$ cat config.mk
export PLATFORM = sky130hd
export DESIGN_NAME = skvt_ctrl
export DESIGN_NICKNAME = d
export VERILOG_FILES = /design/src/design/skvt_pkg.sv /design/src/design/skvt_ctrl.sv
export SDC_FILE = /design/constraint.sdc
export NUM_CORES = 1
export LEC_CHECK = 0
export BUFFER_PORTS_ARGS = -buffer_cell sky130_fd_sc_hd__buf_2
export CORE_MARGIN = 2
export CORE_UTILIZATION = 47
export DETAILED_ROUTE_END_ITERATION = 8
export PLACE_DENSITY = 0.86
export SYNTH_ARGS = -nofsm -noshare
export SYNTH_HDL_FRONTEND = slang
export SYNTH_SLANG_ARGS = --single-unit
$ cat constraint.sdc
create_clock -name clk -period 5 [get_ports clk]
set_input_delay 0 -clock clk [delete_from_list [all_inputs] [get_ports clk]]
set_output_delay 0 -clock clk [all_outputs]
set_load 0.03 [all_outputs]
$ cat src/design/skvt_pkg.sv
`default_nettype none
// ---------------------------------------------------------------------------
// skvt_pkg
// Types and constants shared by the sorted key/value table.
// ---------------------------------------------------------------------------
package skvt_pkg;

    localparam int CAPACITY   = 64;
    localparam int WORD_W     = 32;
    localparam int CNT_W      = $clog2(CAPACITY + 1);
    localparam int COUNT_W    = 7;
    localparam int GROUP_SIZE = 8;
    localparam int NUM_GROUPS = (CAPACITY + GROUP_SIZE - 1) / GROUP_SIZE;

    typedef logic signed [WORD_W-1:0] word_t;

    typedef enum logic [1:0] {
        OP_INSERT = 2'd0,
        OP_REMOVE = 2'd1,
        OP_LOOKUP = 2'd2,
        OP_LOWER  = 2'd3
    } opcode_t;

    typedef struct packed {
        opcode_t opcode;
        word_t   key;
        word_t   value;
    } cmd_t;

    typedef struct packed {
        logic               hit;
        word_t              result_value;
        logic               dropped_full;
        logic [COUNT_W-1:0] entry_count;
    } rsp_t;

    typedef enum logic [1:0] {
        ST_IDLE,
        ST_CMP,
        ST_UPD,
        ST_OUT
    } state_t;

    // broadcast to every cell
    typedef struct packed {
        logic  cmp;
        logic  ins_over;
        logic  ins_new;
        logic  rem;
        word_t key;
        word_t value;
    } cell_ctrl_t;

    // reduced from the cell row
    typedef struct packed {
        logic found;
        logic any_sel;
    } cell_stat_t;

endpackage
`default_nettype wire

$ cat src/design/skvt_ctrl.sv
`default_nettype none
// ---------------------------------------------------------------------------
// skvt_ctrl
// Command sequencer: latches a command, steps the cell row through compare
// and update, keeps the pair count and builds the status of the result.
// ---------------------------------------------------------------------------
module skvt_ctrl
    import skvt_pkg::*;
(
    input  wire logic       clk,
    input  wire logic       rst_n,
    input  wire logic       start,
    input  wire cmd_t       command,
    input  wire cell_stat_t stat,
    output logic            busy,
    output logic            done,
    output cell_ctrl_t      ctrl,
    output logic            upd,
    output logic            val_en,
    output logic [CNT_W-1:0] count,
    output logic            hit,
    output logic            dropped_full
);

    state_t           state_reg;
    state_t           state_next;
    cmd_t             cmd_reg;
    cmd_t             cmd_next;
    logic [CNT_W-1:0] count_reg;
    logic [CNT_W-1:0] count_next;
    logic             hit_reg;
    logic             hit_next;
    logic             dropped_reg;
    logic             dropped_next;
    logic             accept;
    logic             full;
    logic             is_insert;

    assign accept    = start && !busy;
    assign full      = (count_reg == CNT_W'(CAPACITY));
    assign is_insert = (cmd_reg.opcode == OP_INSERT);

    // next state
    always_comb
    begin
        state_next = state_reg;
        case (state_reg)
            ST_IDLE: if (start) state_next = ST_CMP;
            ST_CMP:  state_next = ST_UPD;
            ST_UPD:  state_next = ST_OUT;
            ST_OUT:  state_next = start ? ST_CMP : ST_IDLE;
            default: state_next = ST_IDLE;
        endcase
    end

    // outputs
    always_comb
    begin
        busy = 1'b0;
        done = 1'b0;
        upd  = 1'b0;
        case (state_reg)
            ST_IDLE: busy = 1'b0;
            ST_CMP:  busy = 1'b1;
            ST_UPD:
            begin
                busy = 1'b1;
                upd  = 1'b1;
            end
            ST_OUT:  done = 1'b1;
            default: busy = 1'b0;
        endcase
    end

    always_comb
    begin
        ctrl.cmp      = (state_reg == ST_CMP);
        ctrl.ins_over = upd && is_insert && stat.found;
        ctrl.ins_new  = upd && is_insert && !stat.found && !full;
        ctrl.rem      = upd && (cmd_reg.opcode == OP_REMOVE) && stat.found;
        ctrl.key      = cmd_reg.key;
        ctrl.value    = cmd_reg.value;
        val_en        = ((cmd_reg.opcode == OP_LOOKUP) && stat.found)
                        || (cmd_reg.opcode == OP_LOWER);
    end

    always_comb
    begin
        cmd_next     = accept ? command : cmd_reg;
        count_next   = count_reg;
        hit_next     = hit_reg;
        dropped_next = dropped_reg;
        if (ctrl.ins_new)
        begin
            count_next = count_reg + CNT_W'(1);
        end
        else if (ctrl.rem)
        begin
            count_next = count_reg - CNT_W'(1);
        end
        if (upd)
        begin
            case (cmd_reg.opcode)
                OP_LOOKUP: hit_next = stat.found;
                OP_LOWER:  hit_next = stat.any_sel;
                default:   hit_next = 1'b0;
            endcase
            dropped_next = is_insert && !stat.found && full;
        end
    end

    always_ff @(posedge clk or negedge rst_n)
    begin
        if (!rst_n)
        begin
            state_reg   <= ST_IDLE;
            count_reg   <= '0;
            hit_reg     <= 1'b0;
            dropped_reg <= 1'b0;
        end
        else
        begin
            state_reg   <= state_next;
            count_reg   <= count_next;
            hit_reg     <= hit_next;
            dropped_reg <= dropped_next;
        end
    end

    always_ff @(posedge clk)
    begin
        cmd_reg <= cmd_next;
    end

    assign count        = count_reg;
    assign hit          = hit_reg;
    assign dropped_full = dropped_reg;

endmodule
`default_nettype wire

Yosys cells after proc, flatten, opt, wreduce, memory -nomap -nowiden
Cells that the tools add are included.
Storage, ports and cells
  register bits after elaboration: 77
  word-level logic and storage cells: 44
  bits of input ports: 71
Cells by class
  add/sub/neg operators: 2
  reductions and logical operators: 18
  equality and inequality tests: 8
  muxes and demuxes: 9
Operators with widths (count)
  two-way mux 7 bit: 2
  logical AND 1 bit: 10
  == test 2 bit (second input constant): 4
  one-hot mux 2 bit (4 select lines): 1
  adder 7 x 1 -> 7 bit (second input constant): 1
  == test 7 bit (second input constant): 1
  subtractor 7 x 1 -> 7 bit (second input constant): 1
  == test 2 x 1 -> 1 bit (second input constant): 2
  logical NOT 2 bit: 2
  two-way mux 1 bit: 4
  logical NOT 1 bit: 3
  two-way mux 2 bit: 1
  != test 2 bit (second input constant): 1
  one-hot mux 1 bit (2 select lines): 1
  nonzero test 2 bit: 1
  OR reduction 2 bit: 1
  logical OR 1 bit: 1

Logic depth before layout (Yosys ltp)
Gate-level depths: netlist of run 1.
  depth in word-level cells: 6
  gate-level depth with buffers: 9
  mapped depth without buffers: 9

Worst setup path before layout of run 1
OpenSTA, ideal clock, no wires.
  path kind: register -> register
  from: register state_reg[0]
  to: register cmd_reg[64] (netlist name) (enable)
  stages on the path, launching flop included: 4
  data arrival time: 3.896 ns
  path slack: 0.607 ns
  buffers on the path: 0
  required time: 4.503 ns
  path through: dfrtp_1 -> inv_1 -> ha_1 -> nor2b_1
Between the ends
  word-level cells in the longest chain between the ends: 5
  elaborated cells between the ends (all ways): 6
  those cells by class: eq/ne: 2; mux: 1; reduce/logical: 3
RTL lines
  from (decl): RTL line skvt_ctrl.sv:25  | state_t state_reg;
  from (signal assigned): RTL line skvt_ctrl.sv:123  | state_reg <= state_next;
  == test 2 x 1 -> 1 bit / == test 2 bit (equally long branches): RTL line skvt_ctrl.sv:62  | case (state_reg)
  OR reduction 2 bit (no line) *
  two-way mux 1 bit *: RTL line skvt_ctrl.sv:62
  via busy: RTL line skvt_ctrl.sv:15  | output logic busy,
  logical NOT 1 bit *: RTL line skvt_ctrl.sv:39  | assign accept = start && !busy;
  logical AND 1 bit *: RTL line skvt_ctrl.sv:39
  via accept: RTL line skvt_ctrl.sv:35  | logic accept;
  to (signal assigned): RTL line skvt_ctrl.sv:132  | cmd_reg <= cmd_next;
  to (decl): RTL line skvt_ctrl.sv:27  | cmd_t cmd_reg;
The timed path passes the listed nets; every way through them passes the cells marked *.
A chain may end at the register's enable or synchronous reset.

Worst setup path in the final report of run 1
  from: register state_reg[0]
  to: register count_reg[5], in the netlist count[5]
Between the ends
  word-level cells in the longest chain between the ends: 6
  elaborated cells between the ends (all ways): 9
  those cells by class: eq/ne: 1; mux: 2; reduce/logical: 6
RTL lines
  == test 2 bit *: RTL line skvt_ctrl.sv:62
  two-way mux 1 bit *: RTL line skvt_ctrl.sv:62
  logical AND 1 bit (3 in series): RTL line skvt_ctrl.sv:79  | ctrl.ins_new = upd && is_insert && !stat.found && !full;
  two-way mux 7 bit / nonzero test 2 bit (equally long branches)
  to (signal assigned): RTL line skvt_ctrl.sv:124  | count_reg <= count_next;
  to (decl): RTL line skvt_ctrl.sv:29  | logic [CNT_W-1:0] count_reg;
Mark *: on every way between the ends. The rest lies on a longest branch, timed or not.

==> key figures, run 1 <==
Status
  – Outcome: complete, no violations

Floorplan
  – Die Height: 88.4 um
  – FP Rows: 30
  – Die area: 7810 um^2
  – Die width: 88.4 um
  – CORE AREA: 6830 um^2
  – Top Ports: 152
  – Initial Utilization: 49.0%

Cells and area
  – Layout cell share with drive strength beyond 1: 44.9%
  – # diodes: 0
  – Final Net Count: 468
  – Max reg flops: 64
  – Syn-to-layout area delta: 39.3%

Yosys
  – Synth Area in Adders: 4.71%
  – Mean Syn Cell Area: 15.4 um^2
  – Register area share after synthesis: 67.4%
  – Area leader, netlist: edfxtp_1
  – Ys flop type: edfxtp_1
  – Synth area leaders: edfxtp_1, buf_4, dfrtp_1
  – Post-synthesis compound-gate area fraction: 4.30%
  – Yosys warns: 0
  – Number of synthesized flops with an enable pin: 66
  – Main combinational cell family by area after synthesis: buffers and inverters
  – Commonest cells in the netlist: edfxtp_1, buf_4, dfrtp_1, ha_1, inv_1
  – Post-synthesis net count: 301
  – Simple-gate share of the synthesized area: 4.49%
  – Post-synth top area share: 59.2%
  – Cell Area, Synth: 3350 um^2
  – Asr flop ratio synth: 14.3%
  – Cell variety after synth: 34
  – Cell with the most instances after synthesis: edfxtp_1
  – XOR/XNOR Fraction of Synth Area: 1.05%
  – Number of synthesized register bits: 77
  – Synthesized instance count: 218
  – Post-synthesis mux area share: 2.54%

Power and ir drop
  – Leak: 2.04 nW
  – PwrDens: 592 nW/um^2
  – IR Drop Worst-Case VDD: 502 uV

Setup path
  – Critical path launch point type: flop
  – Required time of the critical path: 5280 ps
  – Slowest cell on crit path: or4b_1
  – CP top delay family: simple AND/OR/NAND/NOR gates
  – Max incr delay on CP: 510 ps
  – CP Buf/Inv Count: 1
  – Worst EP arrival: 3440 ps
  – Crit-path max FO: 9
  – Element type at the critical path end: flop
  – WS Path Type: reg2reg
  – Worst R2R Setup Slack: 1840 ps
  – Crit path cell chain: inv_1 > ha_1 > or4b_1 > o21bai_1 > ha_1 > o21ai_0 > or4b_1 > o2111ai_1 > mux2_4

STA
  – Slew HR: 22.9%
  – Setup TNS: 0 ps
  – # setup viols final: 0
  – F_max: 0.317 GHz
  – Slew @ Worst Pin: 1150 ps
  – Final period utilization: 63.1%
  – RSZ-0062 raised after global routing: false
  – Max Slew Vio Count: 0
  – Clock Skews: 8.90 ps
  – Minimum clock period: 3160 ps
  – Hold_ws: 41.5 ps
  – Final Hold Fails: 0

Routing
  – DRT Pass-1 Iters: 4
  – Avg Vias per Cell: 4.60
  – Mean routed wirelength per cell: 16.1 um
  – Remaining antenna violation count after routing: 0
  – Final WL: 7810 um
  – Via count: 2237
  – DR iter-0 viols: 174
  – DRC viols: 0

Global route
  – Largest net degree at the start of global routing: 43
  – Initial antenna violation count: 0
  – Tot GR Track Use: 19.8%
  – First-pass GRT wire length: 11400 um
  – Vias in the first global route: 2323
  – Grt ovf: 0

Placed design
  – DP Wirelength: 4730 um
  – Gpl congestion: 0.827
  – Port bufs: 151

Run
  – Max Cap Viol: 0

CTS
  – Clock-pin slew on the worst setup and hold paths: 80 ps
  – CTS buffer count: 9
  – Root Driver: clkbuf_8
  – Post-CTS Setup Inserts: 0
  – Clock Path Buffers: 2
  – CTS tree: done
  – Clock sinks: 77
  – H-tree depth: 3
  – Worst skew pair latency: 350 ps

Worst hold path
  – Worst Hold Class: in2reg
==> cells by family after synthesis <==
family,after synthesis
flops,77
buf+inv,72
simple gates,25
compound gates,22
fa+ha+maj,12
mux,6
xor+xnor,4
==> final timing paths <==
path                                                from                       end  cells after the start
worst max-delay path            state_reg[0]$_DFFE_PN0P_      count[5]$_DFFE_PN0P_                      9
worst min-delay path                               start  state_reg[1]$_DFFE_PN0P_                      3
worst max register to register  state_reg[0]$_DFFE_PN0P_      count[5]$_DFFE_PN0P_                      9
worst min register to register           hit$_DFFE_PN0N_           hit$_DFFE_PN0N_                      2
max in group asynchronous                          rst_n      count[0]$_DFFE_PN0P_                      2
min in group asynchronous                          rst_n  state_reg[0]$_DFFE_PN0P_                      2
==> through the flow <==
stage               util [%]  setup slack (ps)  instances  cell area, um^2  power [W]
floorplan                  -               607        218             3350    0.00208
global placement        54.8              2040        401             3750    0.00217
detailed placement      54.8              1880        401             3750    0.00220
CTS                     68.2              1850        486             4660    0.00276
global route            68.2              1610        486             4660    0.00291
finish                  68.2              1840        486             4660    0.00276
==> worst reg2reg max path, cell delays in order, from the launching register on <==
cell and delay (ps):
dfrtp_1 440, inv_1 130, ha_1 250, or4b_1 510, o21bai_1 390, ha_1 500
o21ai_0 110, or4b_1 470, o2111ai_1 110, mux2_4 170
==> metal layers <==
layer	GRT usage, %	vias to the layer above	routed length [um]	part of all wire, %
met2	36.6	113	4110	53
met4	6.89	0	77	0.99
met1	22.3	1065	2980	38
met3	4.38	10	640	8.2
li1	-	1049	-	-
met5	0	-	0	0
==> what timing repair did <==
item | CTS | global route
hold buffers | 69 | 0
gates resized for setup | 0 | 0
hold endpoints to repair | 78 | 0
==> where the power goes <==
part | switching [W] | internal [W] | leakage [nW] | total, W
clock network | 0.000233 | 0.000286 | 0.109 | 0.000519
logic | 0.000795 | 0.000374 | 1.18 | 0.00117
registers | 0.000103 | 0.000968 | 0.755 | 0.00107
total | 0.00113 | 0.00163 | 2.04 | 0.00276
==> final cells by class <==
class	count	area, um^2
clock buffer	10	128
clock inverter	6	96.3
fill	490	2170
inverter	7	26.3
multi-input combinational	69	579
sequential	77	2260
tap	96	120
timing repair buffer	221	1450
==> placed cells by master, fill, tap and decap left out, types with 2 or more instances in the layout <==
cell type / synthesis / routed
a21o_1: 3 / 3
a31oi_1: 2 / 2
o21ai_0: 6 / 6
nor2_1: 5 / 5
or4b_1: 2 / 2
mux2_4: 5 / 5
ha_1: 11 / 11
buf_2: 0 / 151
dlygate4sd3_1: 0 / 69
xnor2_1: 3 / 3
nor3b_1: 3 / 3
clkbuf_8: 0 / 9
bufinv_16: 0 / 2
inv_1: 7 / 7
dfrtp_1: 11 / 11
edfxtp_1: 66 / 66
or3_1: 2 / 2
clkinv_4: 0 / 2
a211oi_1: 2 / 2
a21oi_1: 2 / 2
nand2b_1: 2 / 2
nand2_1: 4 / 4
nand3_1: 2 / 2
Note: power is estimated with default switching activity, not from simulation.
==> run 2, diff against run 1 <==
==> constraint.sdc (replaced) <==
create_clock -name clk -period 3.05 [get_ports clk]
set_input_delay 0 -clock clk [delete_from_list [all_inputs] [get_ports clk]]
set_output_delay 0 -clock clk [all_outputs]
set_load 0.03 [all_outputs]
==> run 2 against run 1 <==
Effect of this change:
- via count is 0.18% higher
- flip-flop and latch count stayed put
- core utilization is 0.40 points higher
- cell count is 0.21% higher
- sequential share of layout area is 0.28 points lower
- non-clock buffer count is 1 higher
- clock skew is 2.9 ps lower
- combinational power is 74% higher
- design area is 0.59% higher
- highest routed layer unchanged
==> key figures, run 2 (synthesized netlist as in run 1, its figures left out) <==
Status
  – Outcome: complete, no violations (unchanged)

Power and ir drop
  – PwrDens: 974 nW/um^2 (was 592 nW/um^2)
  – IR Drop Worst-Case VDD: 780 uV (was 502 uV)
  – Tot Pwr: 0.00457 W (was 0.00276 W)
  – Leak: 2.04 nW (about the same)

Routing
  – Remaining antenna violation count after routing: 0 (unchanged)
  – Via count: 2241 (was 2237)
  – Mean routed wirelength per cell: 16.7 um (was 16.1 um)
  – DRC viols: 0 (unchanged)
  – DR iter-0 viols: 61 (was 174)
  – DRT Pass-1 Iters: 5 (was 4)
  – Final WL: 8120 um (was 7810 um)
  – Avg Vias per Cell: 4.60 (about the same)

Cells and area
  – Storage element area: 2260 um^2 (unchanged)
  – Most common cell after layout, fill and taps aside: buf_2 (unchanged)
  – Syn-to-layout area delta: 40.1% (was 39.3%)
  – Area of the multi-input gates: 596 um^2 (was 579 um^2)
  – Final core occ: 68.6% (was 68.2%)
  – # diodes: 0 (unchanged)
  – Final Net Count: 469 (was 468)
  – Most frequent cells in the layout: buf_2, dlygate4sd3_1, edfxtp_1 (unchanged)
  – Fillers: 483 (was 490)
  – Layout cell share with drive strength beyond 1: 46.0% (was 44.9%)
  – Max reg flops: 64 (unchanged)

Run
  – Max Cap Viol: 0 (unchanged)

Floorplan
  – FP Rows: 30 (unchanged)
  – CORE AREA: 6830 um^2 (unchanged)
  – Die area: 7810 um^2 (unchanged)
  – Initial Utilization: 49.0% (unchanged)
  – Top Ports: 152 (unchanged)
  – Die width: 88.4 um (unchanged)
  – Die Height: 88.4 um (unchanged)

Setup path
  – Critical path launch point type: flop (unchanged)
  – Crit path cell chain: inv_1 > ha_1 > or4b_1 > o21bai_2 > fa_1 > a211oi_1 > o21ai_1 > a22o_1 > nand3_1 (was inv_1 > ha_1 > or4b_1 > o21bai_1 > ha_1 > o21ai_0 > or4b_1 > o2111ai_1 > mux2_4)
  – Required time of the critical path: 3320 ps (was 5280 ps)
  – Max incr delay on CP: 520 ps (was 510 ps)
  – Stages on the worst setup path: 9 (unchanged)
  – Crit-path max FO: 9 (unchanged)
  – WS Path Type: reg2reg (unchanged)
  – CP top delay family: compound AO/OA/AOI/OAI gates (was simple AND/OR/NAND/NOR gates)
  – Reg2reg path depth: 9 (unchanged)
  – Slowest cell on crit path: fa_1 (was or4b_1)
  – CP Buf/Inv Count: 1 (unchanged)
  – Element type at the critical path end: flop (unchanged)
  – Worst EP arrival: 3180 ps (was 3440 ps)

CTS
  – H-tree depth: 3 (unchanged)
  – Clock sinks: 77 (unchanged)
  – CTS tree: done (unchanged)
  – Root Driver: clkbuf_8 (unchanged)
  – Worst skew pair latency: 340 ps (was 350 ps)
  – Clock Path Buffers: 2 (unchanged)
  – Post-CTS Setup Inserts: 0 (unchanged)
  – CTS buffer count: 9 (unchanged)
  – Clock-pin slew on the worst setup and hold paths: 80 ps (about the same)

Placed design
  – Port bufs: 151 (unchanged)
  – Gpl congestion: 0.846 (was 0.827)
  – DP Wirelength: 4910 um (was 4730 um)

Global route
  – Vias in the first global route: 2321 (was 2323)
  – Largest net degree at the start of global routing: 32 (was 43)
  – Tot GR Track Use: 20.1% (was 19.8%)
  – Initial antenna violation count: 0 (unchanged)
  – Grt ovf: 0 (unchanged)
  – GRT busiest layer: met2 (unchanged)
  – Grt met3 use: 6.53% (was 4.38%)
  – Met2 GRT Util: 36.7% (was 36.6%)
  – First-pass GRT wire length: 11500 um (was 11400 um)
  – Met1 Usage GRT: 22.5% (was 22.3%)

STA
  – Clock Skews: 6.01 ps (was 8.90 ps)
  – # setup viols final: 0 (unchanged)
  – Setup TNS: 0 ps (unchanged)
  – Final Hold Fails: 0 (unchanged)
  – Max Slew Vio Count: 0 (unchanged)
  – Minimum clock period: 2910 ps (was 3160 ps)
  – Final period utilization: 95.3% (was 63.1%)
  – Slew @ Worst Pin: 509 ps (was 1150 ps)
  – RSZ-0062 raised after global routing: true (was false)
  – F_max: 0.344 GHz (was 0.317 GHz)
  – Slew HR: 66.1% (was 22.9%)
  – Hold_ws: 29.5 ps (was 41.5 ps)

Worst hold path
  – Worst Hold Class: in2reg (unchanged)
  – Hold path depth: 3 (unchanged)
-- run 2: worst reg2reg max path, delay by kind of cell (launching register included) --
kind,cells,cell delay (ps)
adder cells (fa/ha/maj),2,690
AO/OA/AOI/OAI,4,1040
AND/OR/NAND/NOR,2,550
flip-flops,1,440
buffers and inverters,1,130
-- run 2: layer usage --
metal	wire length (um)	vias up
met5	0	-
met1	3030	1066
met3	626	11
met4	129	0
li1	-	1052
met2	4340	112
-- run 2: worst paths after layout --
kind / to / slack (ps) / from
max: count[6]$_DFFE_PN0P_ / 140 / state_reg[0]$_DFFE_PN0P_
min: hit$_DFFE_PN0N_ / 30 / stat[1]
max reg2reg: count[6]$_DFFE_PN0P_ / 140 / state_reg[0]$_DFFE_PN0P_
min reg2reg: hit$_DFFE_PN0N_ / 540 / hit$_DFFE_PN0N_
max in group asynchronous: count[5]$_DFFE_PN0P_ / 2780 / rst_n
min in group asynchronous: state_reg[0]$_DFFE_PN0P_ / 50 / rst_n
-- run 2: metrics by stage --
stage | setup slack (ps) | area [um^2] | cells
floorplan | 13.4 | 3350 | 218
global placement | 176 | 3790 | 403
detailed placement | 59.4 | 3790 | 403
CTS | 45.3 | 4670 | 487
global route | -11.3 | 4690 | 487
finish | 143 | 4690 | 487
-- run 2: power breakdown --
part           internal, W  leakage (nW)  switching, W
registers          0.00158         0.755      0.000177
logic             0.000682          1.19       0.00134
clock network     0.000389        0.0944      0.000394
-- run 2: area by class of cell --
class,instances,area share [%]
well taps,96,2.56
multi-input cells,69,12.7
repair buffers,222,31.7
inverters,7,0.560
clock inverters,7,1.73
flip-flops and latches,77,48.1
clock buffers,9,2.64
-- run 2: timing repair --
item                                    in CTS  in global routing
endpoints found under the setup margin       0                  3
gates resized for setup                      0                  3
endpoints found under the hold margin       78                  0
hold buffers                                68                  0
