--- src/design/skvt_pkg.sv ---
`default_nettype none
// ---------------------------------------------------------------------------
// skvt_pkg
// Types and constants shared by the sorted key/value table.
// ---------------------------------------------------------------------------
package skvt_pkg;

    localparam int CAPACITY   = 64;
    localparam int WORD_W     = 32;
    localparam int CNT_W      = $clog2(CAPACITY + 1);
    localparam int COUNT_W    = 7;
    localparam int GROUP_SIZE = 8;
    localparam int NUM_GROUPS = (CAPACITY + GROUP_SIZE - 1) / GROUP_SIZE;

    typedef logic signed [WORD_W-1:0] word_t;

    typedef enum logic [1:0] {
        OP_INSERT = 2'd0,
        OP_REMOVE = 2'd1,
        OP_LOOKUP = 2'd2,
        OP_LOWER  = 2'd3
    } opcode_t;

    typedef struct packed {
        opcode_t opcode;
        word_t   key;
        word_t   value;
    } cmd_t;

    typedef struct packed {
        logic               hit;
        word_t              result_value;
        logic               dropped_full;
        logic [COUNT_W-1:0] entry_count;
    } rsp_t;

    typedef enum logic [1:0] {
        ST_IDLE,
        ST_CMP,
        ST_UPD,
        ST_OUT
    } state_t;

    // broadcast to every cell
    typedef struct packed {
        logic  cmp;
        logic  ins_over;
        logic  ins_new;
        logic  rem;
        word_t key;
        word_t value;
    } cell_ctrl_t;

    // reduced from the cell row
    typedef struct packed {
        logic found;
        logic any_sel;
    } cell_stat_t;

endpackage
`default_nettype wire

--- src/design/skvt_cell.sv ---
`default_nettype none
// ---------------------------------------------------------------------------
// skvt_cell
// One table slot: holds a pair, compares it against the command key and
// shifts pairs to or from its neighbors on insert and remove.
// ---------------------------------------------------------------------------
module skvt_cell
    import skvt_pkg::*;
(
    input  wire logic       clk,
    input  wire cell_ctrl_t ctrl,
    input  wire logic       occ,
    input  wire logic       left_less,
    input  wire word_t      left_key,
    input  wire word_t      left_val,
    input  wire word_t      right_key,
    input  wire word_t      right_val,
    output word_t           key,
    output word_t           val,
    output logic            less,
    output logic            eq,
    output logic            sel
);

    word_t key_reg;
    word_t key_next;
    word_t val_reg;
    word_t val_next;
    logic  less_reg;
    logic  less_next;
    logic  eq_reg;
    logic  eq_next;
    logic  at_pos;

    // first slot whose key is not below the command key
    assign at_pos = !less_reg && left_less;

    always_comb
    begin
        less_next = less_reg;
        eq_next   = eq_reg;
        key_next  = key_reg;
        val_next  = val_reg;
        if (ctrl.cmp)
        begin
            less_next = occ && (key_reg < ctrl.key);
            eq_next   = occ && (key_reg == ctrl.key);
        end
        if (ctrl.ins_over && eq_reg)
        begin
            val_next = ctrl.value;
        end
        if (ctrl.ins_new && !less_reg)
        begin
            if (at_pos)
            begin
                key_next = ctrl.key;
                val_next = ctrl.value;
            end
            else
            begin
                key_next = left_key;
                val_next = left_val;
            end
        end
        if (ctrl.rem && !less_reg)
        begin
            key_next = right_key;
            val_next = right_val;
        end
    end

    always_ff @(posedge clk)
    begin
        key_reg  <= key_next;
        val_reg  <= val_next;
        less_reg <= less_next;
        eq_reg   <= eq_next;
    end

    assign key  = key_reg;
    assign val  = val_reg;
    assign less = less_reg;
    assign eq   = eq_reg;
    assign sel  = occ && at_pos;

endmodule
`default_nettype wire

--- config.mk ---
export PLATFORM = sky130hd
export DESIGN_NAME = skvt_cell
export DESIGN_NICKNAME = d
export VERILOG_FILES = /design/src/design/skvt_pkg.sv /design/src/design/skvt_cell.sv
export SDC_FILE = /design/constraint.sdc
export NUM_CORES = 1
export LEC_CHECK = 0
export ABC_AREA = 1
export BUFFER_PORTS_ARGS = -buffer_cell sky130_fd_sc_hd__buf_2
export CORE_ASPECT_RATIO = 0.75
export CORE_UTILIZATION = 35
export DETAILED_ROUTE_END_ITERATION = 6
export PLACE_DENSITY = 0.75
export SETUP_SLACK_MARGIN = 0.1
export SYNTH_ARGS = -nofsm -noshare
export SYNTH_HDL_FRONTEND = slang
export SYNTH_SLANG_ARGS = --single-unit
--- constraint.sdc ---
create_clock -name clk -period 2.9 [get_ports clk]
set_input_delay 0 -clock clk [delete_from_list [all_inputs] [get_ports clk]]
set_output_delay 0 -clock clk [all_outputs]
set_load 0.02 [all_outputs]
# --- Word-level counts from Yosys, hierarchy flattened ---
# Index checks and enable logic that the tools add are counted.
word_totals:
  ff_bits: 66
  output_inout_bits: 67
  elab_cells: 23
op_classes:
  reduce_logical: 10
  eq_ne: 1
  n_mux: 7
  order_cmp: 1
ops:
  columns: ["op", "n"]
  rows:
  - ["2-to-1 mux 32 bit", 7]
  - ["== test 32 bit", 1]
  - ["less-than comparator 32 bit", 1]
  - ["logical AND 1 bit", 7]
  - ["nonzero test 3 bit", 1]
  - ["nonzero test 2 bit", 1]
  - ["zero test 1 bit", 1]

# --- Logic depth before layout (Yosys ltp) ---
# Gate-level depths: netlist of run 1.
logic_depth:
  depth_word: 5
  ltp_mapped: 15
  depth_no_buf: 15

# --- Least setup slack after synthesis of run 1 ---
# No wires, ideal clock.
synth_path:
  path_type: "flip-flop to flip-flop"
  startpoint: "register less_reg, in the netlist less"
  endpoint: "register val_reg[0], in the netlist val[0], enable pin"
  t_required_ns: 2.339
  path_stages_with_launch: 6
  period_less_slack_ns: 2.315
  t_arrival_ns: 1.754
  setup_slack_ns: 0.585
  path_buffers: 2
  path_cell_list: "edfxtp_1 > inv_2 > nand2_2 > buf_4 > buf_2 > nand3_1"
synth_via:
  elab_chain_cells: 3
  word_cells_on_any_way: 4
  cone_classes: "reduce/logical: 4"
synth_rtl:
  columns: ["element", "line_no", "source"]
  rows:
  - ["from (decl)", "skvt_cell.sv:29", "logic less_reg;"]
  - ["from (signal assigned)", "skvt_cell.sv:77", "less_reg <= less_next;"]
  - ["zero test 1 bit *", "skvt_cell.sv:53, skvt_cell.sv:66", null]
  - ["logical AND 1 bit (on tied branches)", "skvt_cell.sv:53, skvt_cell.sv:66", null]
  - ["nonzero test 3 bit (no line) *", null, null]
  - ["to (signal assigned)", "skvt_cell.sv:76", "val_reg <= val_next;"]
  - ["to (decl)", "skvt_cell.sv:27", "word_t val_reg;"]
# Every way passes the cells marked *; elsewhere a longest branch is shown, timed or not.
# A chain may end at the register's enable or synchronous reset.

# --- Final worst setup path of run 1 ---
layout_path:
  startpoint: "register less_reg, in the netlist less"
  endpoint: "register key_reg[7], in the netlist key[7], enable pin"
layout_via:
  elab_chain_cells: 3
  word_cells_on_any_way: 4
  cone_classes: "reduce/logical: 4"
layout_rtl:
  columns: ["element", "line_no", "source"]
  rows:
  - ["zero test 1 bit *", "skvt_cell.sv:53, skvt_cell.sv:66", null]
  - ["logical AND 1 bit (on tied branches)", "skvt_cell.sv:53, skvt_cell.sv:66", null]
  - ["nonzero test 2 bit (no line) *", null, null]
  - ["to (signal assigned)", "skvt_cell.sv:75", "key_reg <= key_next;"]
  - ["to (decl)", "skvt_cell.sv:25", "word_t key_reg;"]
# Marked as above.

==> results.txt, run 1 <==
----------------------------------------------------
[STA]
  Peak Freq ... 0.520 GHz
  Setup clock skew after layout ... 0.00572 ns
  Max-slew violations ... 0
  Worst-margin pin slew ... 0.658 ns
  Share of the cycle needed by the critical path after routing ... 66.3%
  Slew headroom ... between 50% and 60%
  Setup TNS ... 0 ns
  Number of setup violations in the final report ... 0
  Min setup slack post-route ... 0.976 ns
  Clock period minus worst slack ... 1.92 ns
  Final count of hold timing violations ... 0
  Setup repair after global routing missed its margin ... false

[Placement]
  Half-perimeter wire length after detailed placement ... a little under 10000 um
  Cell Area, Placed ... 0.00570 mm2
  Routability cong. ... around 0.76
  Worst setup slack after placement ... 0.945 ns
  Number of buffers added on ports ... around 270

[Drt]
  Routed wire length ... around 13000 um
  Average wire per standard cell ... 13.7 um
  Detailed-route via count ... 4498
  DRC violation count after routing ... 0
  Pre-Repair DR Iteration Count ... 4
  Mean number of vias per cell ... 4.84
  DRT antenna net count ... 0
  First DRT Iteration DRCs ... 216

[Global routing]
  Vias in the first global route ... 4191
  GRT Residual Overflow ... 0
  Global-route wire length before repair ... 20000 um
  Global routing usage summed across all routing layers ... 20.5%
  Largest net degree at the start of global routing ... 128
  Antenna violations before repair ... 0

[Clock tree]
  Count of H-tree levels built during CTS ... 3
  CTS Sinks ... 66
  Number of buffers inserted for hold repair after clock tree synthesis ... 1
  Setup repair bufs after CTS ... 0
  CTS Buf Count ... 9
  CTS Root Cell ... sky130_fd_sc_hd__clkbuf_16
  Clock insertion delay at the later pin of the skew report ... 0.33 ns
  Maximum buffer depth of the clock tree ... 2
  CTS tree ... done
  CTS clock-pin slew for the worst setup and hold paths ... 0.06 ns
  Post-CTS Resized ... 0

[Layout]
  Fillcell total ... 1130
  Final standard cell utilization of the core ... around half
  Final Instance Area ... a little under 0.006 mm2
  Layout cell share with drive strength beyond 1 ... a little under two fifths
  NumNets Final ... approximately 990
  Number of antenna cells inserted ... 0
  Synthesis-to-layout area growth ... 40.3%

[Worst setup path]
  Worst Setup Start Kind ... register
  Worst-path fanout max ... 35
  Critical Path End Type ... register
  Worst EP arrival ... about 1.9 ns
  Setup slack of the worst register-to-register path ... 0.98 ns
  Critical path start-end classification ... register to register
  Data required, critical path ... 2.87 ns

[Synthesis]
  Cell with the most instances after synthesis ... sky130_fd_sc_hd__nand2_1
  Syn. warnings ... 0
  Number of distinct library cell variants in the gate-level netlist after synthesis ... 21
  Post-synth top flop ... sky130_fd_sc_hd__edfxtp_1
  Nets in the synthesized netlist ... between 700 and 800
  Post-synthesis average cell area ... 8.31 um2
  Cell area after synthesis ... 0.00425 mm2
  Count of mapped cells out of synthesis ... ~510
  Top-area cell type share of the netlist area ... 46.6%
  Library cell occupying the most area in the post-synthesis netlist ... sky130_fd_sc_hd__edfxtp_1
  List of most frequent post-synthesis cells ... 135 x sky130_fd_sc_hd__nand2_1, 74 x sky130_fd_sc_hd__nor2_1, 66 x sky130_fd_sc_hd__edfxtp_1
  Synthesized flop and latch total ... 66
  Dominant cells by area after synthesis ... sky130_fd_sc_hd__edfxtp_1 47%, sky130_fd_sc_hd__nand2_1 12%, sky130_fd_sc_hd__a31oi_1 9.4%
  Share of synthesized area occupied by flip-flops and latches ... 46.6%
  Number of enable flip-flop cells after synthesis ... 66
  Share of flip-flops with an asynchronous set or reset ... 0%

[Floorplanning]
  Overall die area ... ~0.013 mm2
  Die width ... 129 um
  # rows ... 34
  Vertical extent of the die ... 97.5 um
  Core area ... 0.0117 mm2
  Number of top-level pins ... 266
  Starting utilization of the core area ... 36.4%

[Power]
  Clock power share ... approximately 30%
  Pint ... 2.17 mW
  Switching portion of total power ... between 30% and 40%
  Relative contribution of combinational cells to total power ... 30.2%
  Static leakage power ... 3.00 nW
  Peak VDD IR ... ~0.26 mV
  Power density of the placed cells ... 540 mW/mm2
  Power spent charging and discharging nets ... 1.06 mW
  Flop pwr share ... between 40% and 50%

[Run status]
  Status ... complete, no violations

[Flow run]
  Maximum capacitance violations ... 0

[Hold path]
  Class of the most critical hold timing path ... primary input to register

----------------------------------------------------
cell usage in the layout (no fill, tap or decap), types with 3 or more instances in the layout:
master                        n
sky130_fd_sc_hd__a31oi_1     64
sky130_fd_sc_hd__nand4_1     34
sky130_fd_sc_hd__nand2_1    135
sky130_fd_sc_hd__inv_1       42
sky130_fd_sc_hd__buf_2      265
sky130_fd_sc_hd__buf_4        5
sky130_fd_sc_hd__a21oi_1     15
sky130_fd_sc_hd__inv_2        3
sky130_fd_sc_hd__edfxtp_1    66
sky130_fd_sc_hd__clkinv_2     3
sky130_fd_sc_hd__clkbuf_16    9
sky130_fd_sc_hd__ha_1        32
sky130_fd_sc_hd__nor2_1      74
sky130_fd_sc_hd__nand3_1      4
metrics by stage:
step	total power, mW	instances	hold slack (ns)
6_report	3.23	929	0.0151
5_1_grt	3.43	929	0.0132
4_1_cts	3.26	929	0.00390
3_5_place_dp	2.29	912	0.239
3_3_place_gp	2.28	912	0.242
2_1_floorplan	1.90	512	0.112
worst max-delay path: stages (launching register included):
cell,delay [ns]
sky130_fd_sc_hd__edfxtp_1,0.42
sky130_fd_sc_hd__inv_2,0.48
sky130_fd_sc_hd__nand2_1,0.15
sky130_fd_sc_hd__nand2_1,0.10
sky130_fd_sc_hd__buf_4,0.39
power groups by stage:
stage               logic [mW]  clock network, mW  registers (mW)
CTS                      0.987              0.982            1.29
detailed placement       0.981                  0            1.31
finish                   0.976              0.958            1.29
global placement         0.971                  0            1.30
global route              1.09               1.03            1.31
floorplan                0.422                  0            1.48
cell type report:
class                           instances  area (um2)  area share (%)
Multi-Input combinational cell        368        1960            32.8
Timing Repair Buffer                  272        1390            23.3
Clock buffer                           10         229            3.84
Inverter                               45         169            2.83
Sequential cell                        66        1980            33.2
Tap cell                              162         203            3.40
Clock inverter                          6        33.8           0.566
routing by layer:
metal	routed length, um	vias to the layer above	track usage, %
met4	270	0	7.24
met2	5740	186	33.2
li1	-	2289	-
met1	5870	2000	26.6
met3	867	23	4.74
met5	0	-	0
kinds of logic (layout without fill, tap and decap cells):
group | count (synthesis) | count (layout) | synth area share (%)
AOI/OAI and AO/OA | 84 | 84 | 11.9
adders and majority gates | 32 | 32 | 9.41
buffers and inverters | 78 | 333 | 7.47
DFF | 66 | 66 | 46.6
and+or+nand+nor | 252 | 252 | 24.6
final timing paths:
kind	startpoint	end	cells after the start
max	less$_DFFE_PP_	key[7]$_DFFE_PP_	4
min	ctrl[22]	val[22]$_DFFE_PP_	3
max reg2reg	less$_DFFE_PP_	key[7]$_DFFE_PP_	4
min reg2reg	key[31]$_DFFE_PP_	less$_DFFE_PP_	5
(Power assumes the default switching activity.)
==> inputs of run 2 (changes only) <==
--- a/config.mk
+++ b/config.mk
@@ -5,7 +5,7 @@
 export SDC_FILE = /design/constraint.sdc
 export NUM_CORES = 1
 export LEC_CHECK = 0
-export ABC_AREA = 1
+export ABC_AREA = 0
 export BUFFER_PORTS_ARGS = -buffer_cell sky130_fd_sc_hd__buf_2
 export CORE_ASPECT_RATIO = 0.75
 export CORE_UTILIZATION = 35
==> constraint.sdc (replaced) <==
create_clock -name clk -period 1.9 [get_ports clk]
set_input_delay 0 -clock clk [delete_from_list [all_inputs] [get_ports clk]]
set_output_delay 0 -clock clk [all_outputs]
set_load 0.02 [all_outputs]
==> run 2 against run 1 <==
Net effect: design area grew 12%; non-clock buffer count grew 65; combinational power grew 55%; register-to-register slack lost 0.94 ns; largest cell class is now multi-input combinational cells; core utilization grew 6.7 points; die area shrank 1.7%; flip-flop and latch count is the same; fmax grew 3.1%; critical path type unchanged; global-route usage grew 0.87 points; largest power group unchanged; synthesized cell count shrank 21%; cell count shrank 3.3%.
==> results.txt, run 2 <==
----------------------------------------------------
[Worst setup path]
  Worst EP arrival ... 2.03 ns (was 1.89 ns)
  Worst Setup Start Kind ... register (unchanged)
  Worst r2r dst ... less$_DFFE_PP_ (was key[7]$_DFFE_PP_)
  Setup slack of the worst register-to-register path ... 0.03 ns (was 0.98 ns)
  Critical Path End Type ... register (unchanged)
  Worst flop-to-flop path startpoint ... key[9]$_DFFE_PP_ (was less$_DFFE_PP_)
  Data required, critical path ... 2.07 ns (was 2.87 ns)
  Worst-path fanout max ... 2 (was 35)
  Critical path start-end classification ... register to register (unchanged)
  Length in cells of the worst reg-to-reg path ... 6 (was 4)

[Floorplanning]
  Starting utilization of the core area ... 36.0% (was 36.4%)
  Core area ... 0.0116 mm2 (was 0.0117 mm2)
  # rows ... 34 (unchanged)
  Number of top-level pins ... 266 (unchanged)
  Overall die area ... 0.0124 mm2 (was 0.0126 mm2)
  Vertical extent of the die ... 96.7 um (was 97.5 um)
  Die width ... 128 um (was 129 um)

[Layout]
  Synthesis-to-layout area growth ... 60.4% (was 40.3%)
  NumNets Final ... 962 (was 993)
  Layout cell share with drive strength beyond 1 ... 41.7% (was 37.8%)
  Sequential cell area ... 0.00198 mm2 (unchanged)
  Footprint of the multi-input gates ... 0.00207 mm2 (was 0.00196 mm2)
  Number of antenna cells inserted ... 0 (unchanged)
  Most common cell after layout, fill and taps aside ... sky130_fd_sc_hd__buf_2 (unchanged)
  Fillcell total ... 991 (was 1130)
  Top library cells by usage in the layout, fill and taps aside ... 265 x sky130_fd_sc_hd__buf_2, 72 x sky130_fd_sc_hd__nand2_1, 66 x sky130_fd_sc_hd__edfxtp_1 (was 265 x sky130_fd_sc_hd__buf_2, 135 x sky130_fd_sc_hd__nand2_1, 74 x sky130_fd_sc_hd__nor2_1)

[Clock tree]
  CTS tree ... done (unchanged)
  Clock insertion delay at the later pin of the skew report ... 0.32 ns (was 0.33 ns)
  CTS Sinks ... 66 (unchanged)
  CTS Buf Count ... 9 (unchanged)
  Maximum buffer depth of the clock tree ... 2 (unchanged)
  Count of H-tree levels built during CTS ... 3 (unchanged)
  CTS clock-pin slew for the worst setup and hold paths ... 0.05 ns (was 0.06 ns)
  CTS Root Cell ... sky130_fd_sc_hd__clkbuf_16 (unchanged)

[Placement]
  Routability cong. ... 0.782 (was 0.761)
  Half-perimeter wire length after detailed placement ... 9660 um (was 9670 um)
  Number of buffers added on ports ... 265 (unchanged)

[Drt]
  Routed wire length ... 13200 um (was 12700 um)
  DRT antenna net count ... 0 (unchanged)
  Detailed-route via count ... 4212 (was 4498)
  Average wire per standard cell ... 14.8 um (was 13.7 um)
  DRC violation count after routing ... 0 (unchanged)
  Pre-Repair DR Iteration Count ... 4 (unchanged)
  Mean number of vias per cell ... 4.69 (was 4.84)
  First DRT Iteration DRCs ... 138 (was 216)

[Global routing]
  Largest net degree at the start of global routing ... 55 (was 128)
  GRT Residual Overflow ... 0 (unchanged)
  Antenna violations before repair ... 0 (unchanged)
  Vias in the first global route ... 4370 (was 4191)
  Global-route wire length before repair ... 20400 um (was 20000 um)
  Global routing usage summed across all routing layers ... 21.4% (was 20.5%)

[Flow run]
  Maximum capacitance violations ... 0 (unchanged)

[Synthesis]
  Count of mapped cells out of synthesis ... 405 (was 512)
  Post-synth top flop ... sky130_fd_sc_hd__edfxtp_1 (unchanged)
  Synthesized flop and latch total ... 66 (unchanged)
  Nets in the synthesized netlist ... 636 (was 743)
  Number of enable flip-flop cells after synthesis ... 66 (unchanged)
  Syn. warnings ... 0 (unchanged)
  Number of distinct library cell variants in the gate-level netlist after synthesis ... 29 (was 21)
  Share of flip-flops with an asynchronous set or reset ... 0% (unchanged)
  Cell with the most instances after synthesis ... sky130_fd_sc_hd__nand2_1 (unchanged)
  Library cell occupying the most area in the post-synthesis netlist ... sky130_fd_sc_hd__edfxtp_1 (unchanged)
  Post-synthesis average cell area ... 10.3 um2 (was 8.31 um2)
  Top-area cell type share of the netlist area ... 47.4% (was 46.6%)
  Dominant cells by area after synthesis ... sky130_fd_sc_hd__edfxtp_1 47%, sky130_fd_sc_hd__mux2i_1 16%, sky130_fd_sc_hd__ha_1 9.6% (was sky130_fd_sc_hd__edfxtp_1 47%, sky130_fd_sc_hd__nand2_1 12%, sky130_fd_sc_hd__a31oi_1 9.4%)
  List of most frequent post-synthesis cells ... 72 x sky130_fd_sc_hd__nand2_1, 66 x sky130_fd_sc_hd__edfxtp_1, 65 x sky130_fd_sc_hd__mux2i_1, 65 x sky130_fd_sc_hd__o21ai_1, 34 x sky130_fd_sc_hd__inv_1 (was 135 x sky130_fd_sc_hd__nand2_1, 74 x sky130_fd_sc_hd__nor2_1, 66 x sky130_fd_sc_hd__edfxtp_1)
  Cell area after synthesis ... 0.00418 mm2 (was 0.00425 mm2)
  Share of synthesized area occupied by flip-flops and latches ... 47.4% (was 46.6%)

[STA]
  Setup clock skew after layout ... 0.00577 ns (was 0.00572 ns)
  Setup TNS ... 0 ns (unchanged)
  Peak Freq ... 0.536 GHz (was 0.520 GHz)
  Clock period minus worst slack ... 1.87 ns (was 1.92 ns)
  Number of setup violations in the final report ... 0 (unchanged)
  Hold_ws ... 0.00732 ns (was 0.0151 ns)
  Max-slew violations ... 0 (unchanged)
  Slew headroom ... 71.5% (was 56.1%)
  Worst-margin pin slew ... 0.427 ns (was 0.658 ns)
  Share of the cycle needed by the critical path after routing ... 98.2% (was 66.3%)
  Setup repair after global routing missed its margin ... true (was false)
  Final count of hold timing violations ... 0 (unchanged)

[Power]
  Power density of the placed cells ... 732 mW/mm2 (was 540 mW/mm2)
  Overall power after layout ... 4.91 mW (was 3.23 mW)
  Static leakage power ... 3.13 nW (was 3.00 nW)
  Peak VDD IR ... 0.398 mV (was 0.258 mV)

[Run status]
  Status ... complete, no violations (unchanged)

[Hold path]
  Endpoint with the worst hold slack ... key[29]$_DFFE_PP_ (was val[22]$_DFFE_PP_)
  Class of the most critical hold timing path ... primary input to register (unchanged)
  Depth of the worst hold-timing path ... 3 (unchanged)
  Worst Hold Launch ... right_key[29] (was ctrl[22])

----------------------------------------------------
-- run 2: changes by cell type after synthesis, sizes merged, moves of 4 or more --
cell,change
clkbuf,-4
inv,-11
buf,-7
mux2i,+65
nand4,-28
nand2,-64
o21ai,+67
nor2,-71
a31oi,-64
-- run 2: worst max-delay path, cell delays in order (launching register included) --
cell and delay, ns:
sky130_fd_sc_hd__edfxtp_1 0.39, sky130_fd_sc_hd__ha_1 0.33, sky130_fd_sc_hd__nand4_1 0.16, sky130_fd_sc_hd__nor4_2 0.32
sky130_fd_sc_hd__a22oi_1 0.13, sky130_fd_sc_hd__a21oi_2 0.17, sky130_fd_sc_hd__mux2i_1 0.20
-- run 2: per-layer routing --
layer / vias to the layer above / share of wire, % / global-route usage, %
li1: 2097 / - / -
met1: 1898 / 40 / 23.0
met2: 181 / 51 / 39.2
met3: 36 / 6.4 / 6.03
met4: 0 / 2.6 / 8.14
met5: - / 0 / 0
-- run 2: cells by family (layout without fill, tap and decap cells) --
family | count (synthesis) | in the layout | share of synthesized area, %
simple gates | 94 | 94 | 9.75
compound gates | 92 | 92 | 12.1
flops | 66 | 66 | 47.4
mux | 65 | 65 | 15.6
buf+inv | 56 | 387 | 5.63
fa+ha+maj | 32 | 32 | 9.58
-- run 2: how the worst max path moves through the flow --
| stage | from | endpoint | slack, ns |
|---|---|---|---|
| after CTS | key[9]$_DFFE_PP_ | less$_DFFE_PP_ | 0.01 |
| after global routing | key[10]$_DFFE_PP_ | less$_DFFE_PP_ | -0.1 |
| after global placement | key[27]$_DFFE_PP_ | less$_DFFE_PP_ | 0.07 |
| final | key[9]$_DFFE_PP_ | less$_DFFE_PP_ | 0.03 |
| after detailed placement | key[27]$_DFFE_PP_ | less$_DFFE_PP_ | -0.007 |
| after floorplan | less$_DFFE_PP_ | val[0]$_DFFE_PP_ | 0.09 |
-- run 2: repair_timing --
action,in CTS,in global routing
buffers inserted,0,1
hold buffers,61,0
resized for setup,2,2
setup endpoints to repair,2,2
endpoints found under the hold margin,62,0
pin swaps,2,2
-- run 2: layout make-up --
type	instances	area share, %
Multi-Input combinational cell	283	30.9
Tap cell	162	3.02
Timing Repair Buffer	337	30.7
Clock buffer	10	3.41
Clock inverter	6	0.504
Inverter	34	1.90
Sequential cell	66	29.6
-- run 2: power by group --
part,switching (mW),leakage (nW),internal [mW],total (mW)
combinational,0.846,2.35,0.668,1.51
clock,0.602,0.126,0.871,1.47
sequential,0.0729,0.656,1.85,1.92
-- run 2: per-stage QoR --
| step | utilization, % | instances | instance area (um2) | worst slack, ns |
|---|---|---|---|---|
| floorplan | - | 405 | 4230 | 0.0943 |
| global placement | 49.8 | 820 | 5790 | 0.0701 |
| detailed placement | 49.8 | 820 | 5790 | -0.00704 |
| CTS | 57.5 | 897 | 6680 | 0.0106 |
| global route | 57.7 | 898 | 6710 | -0.0951 |
| finish | 57.7 | 898 | 6710 | 0.0349 |
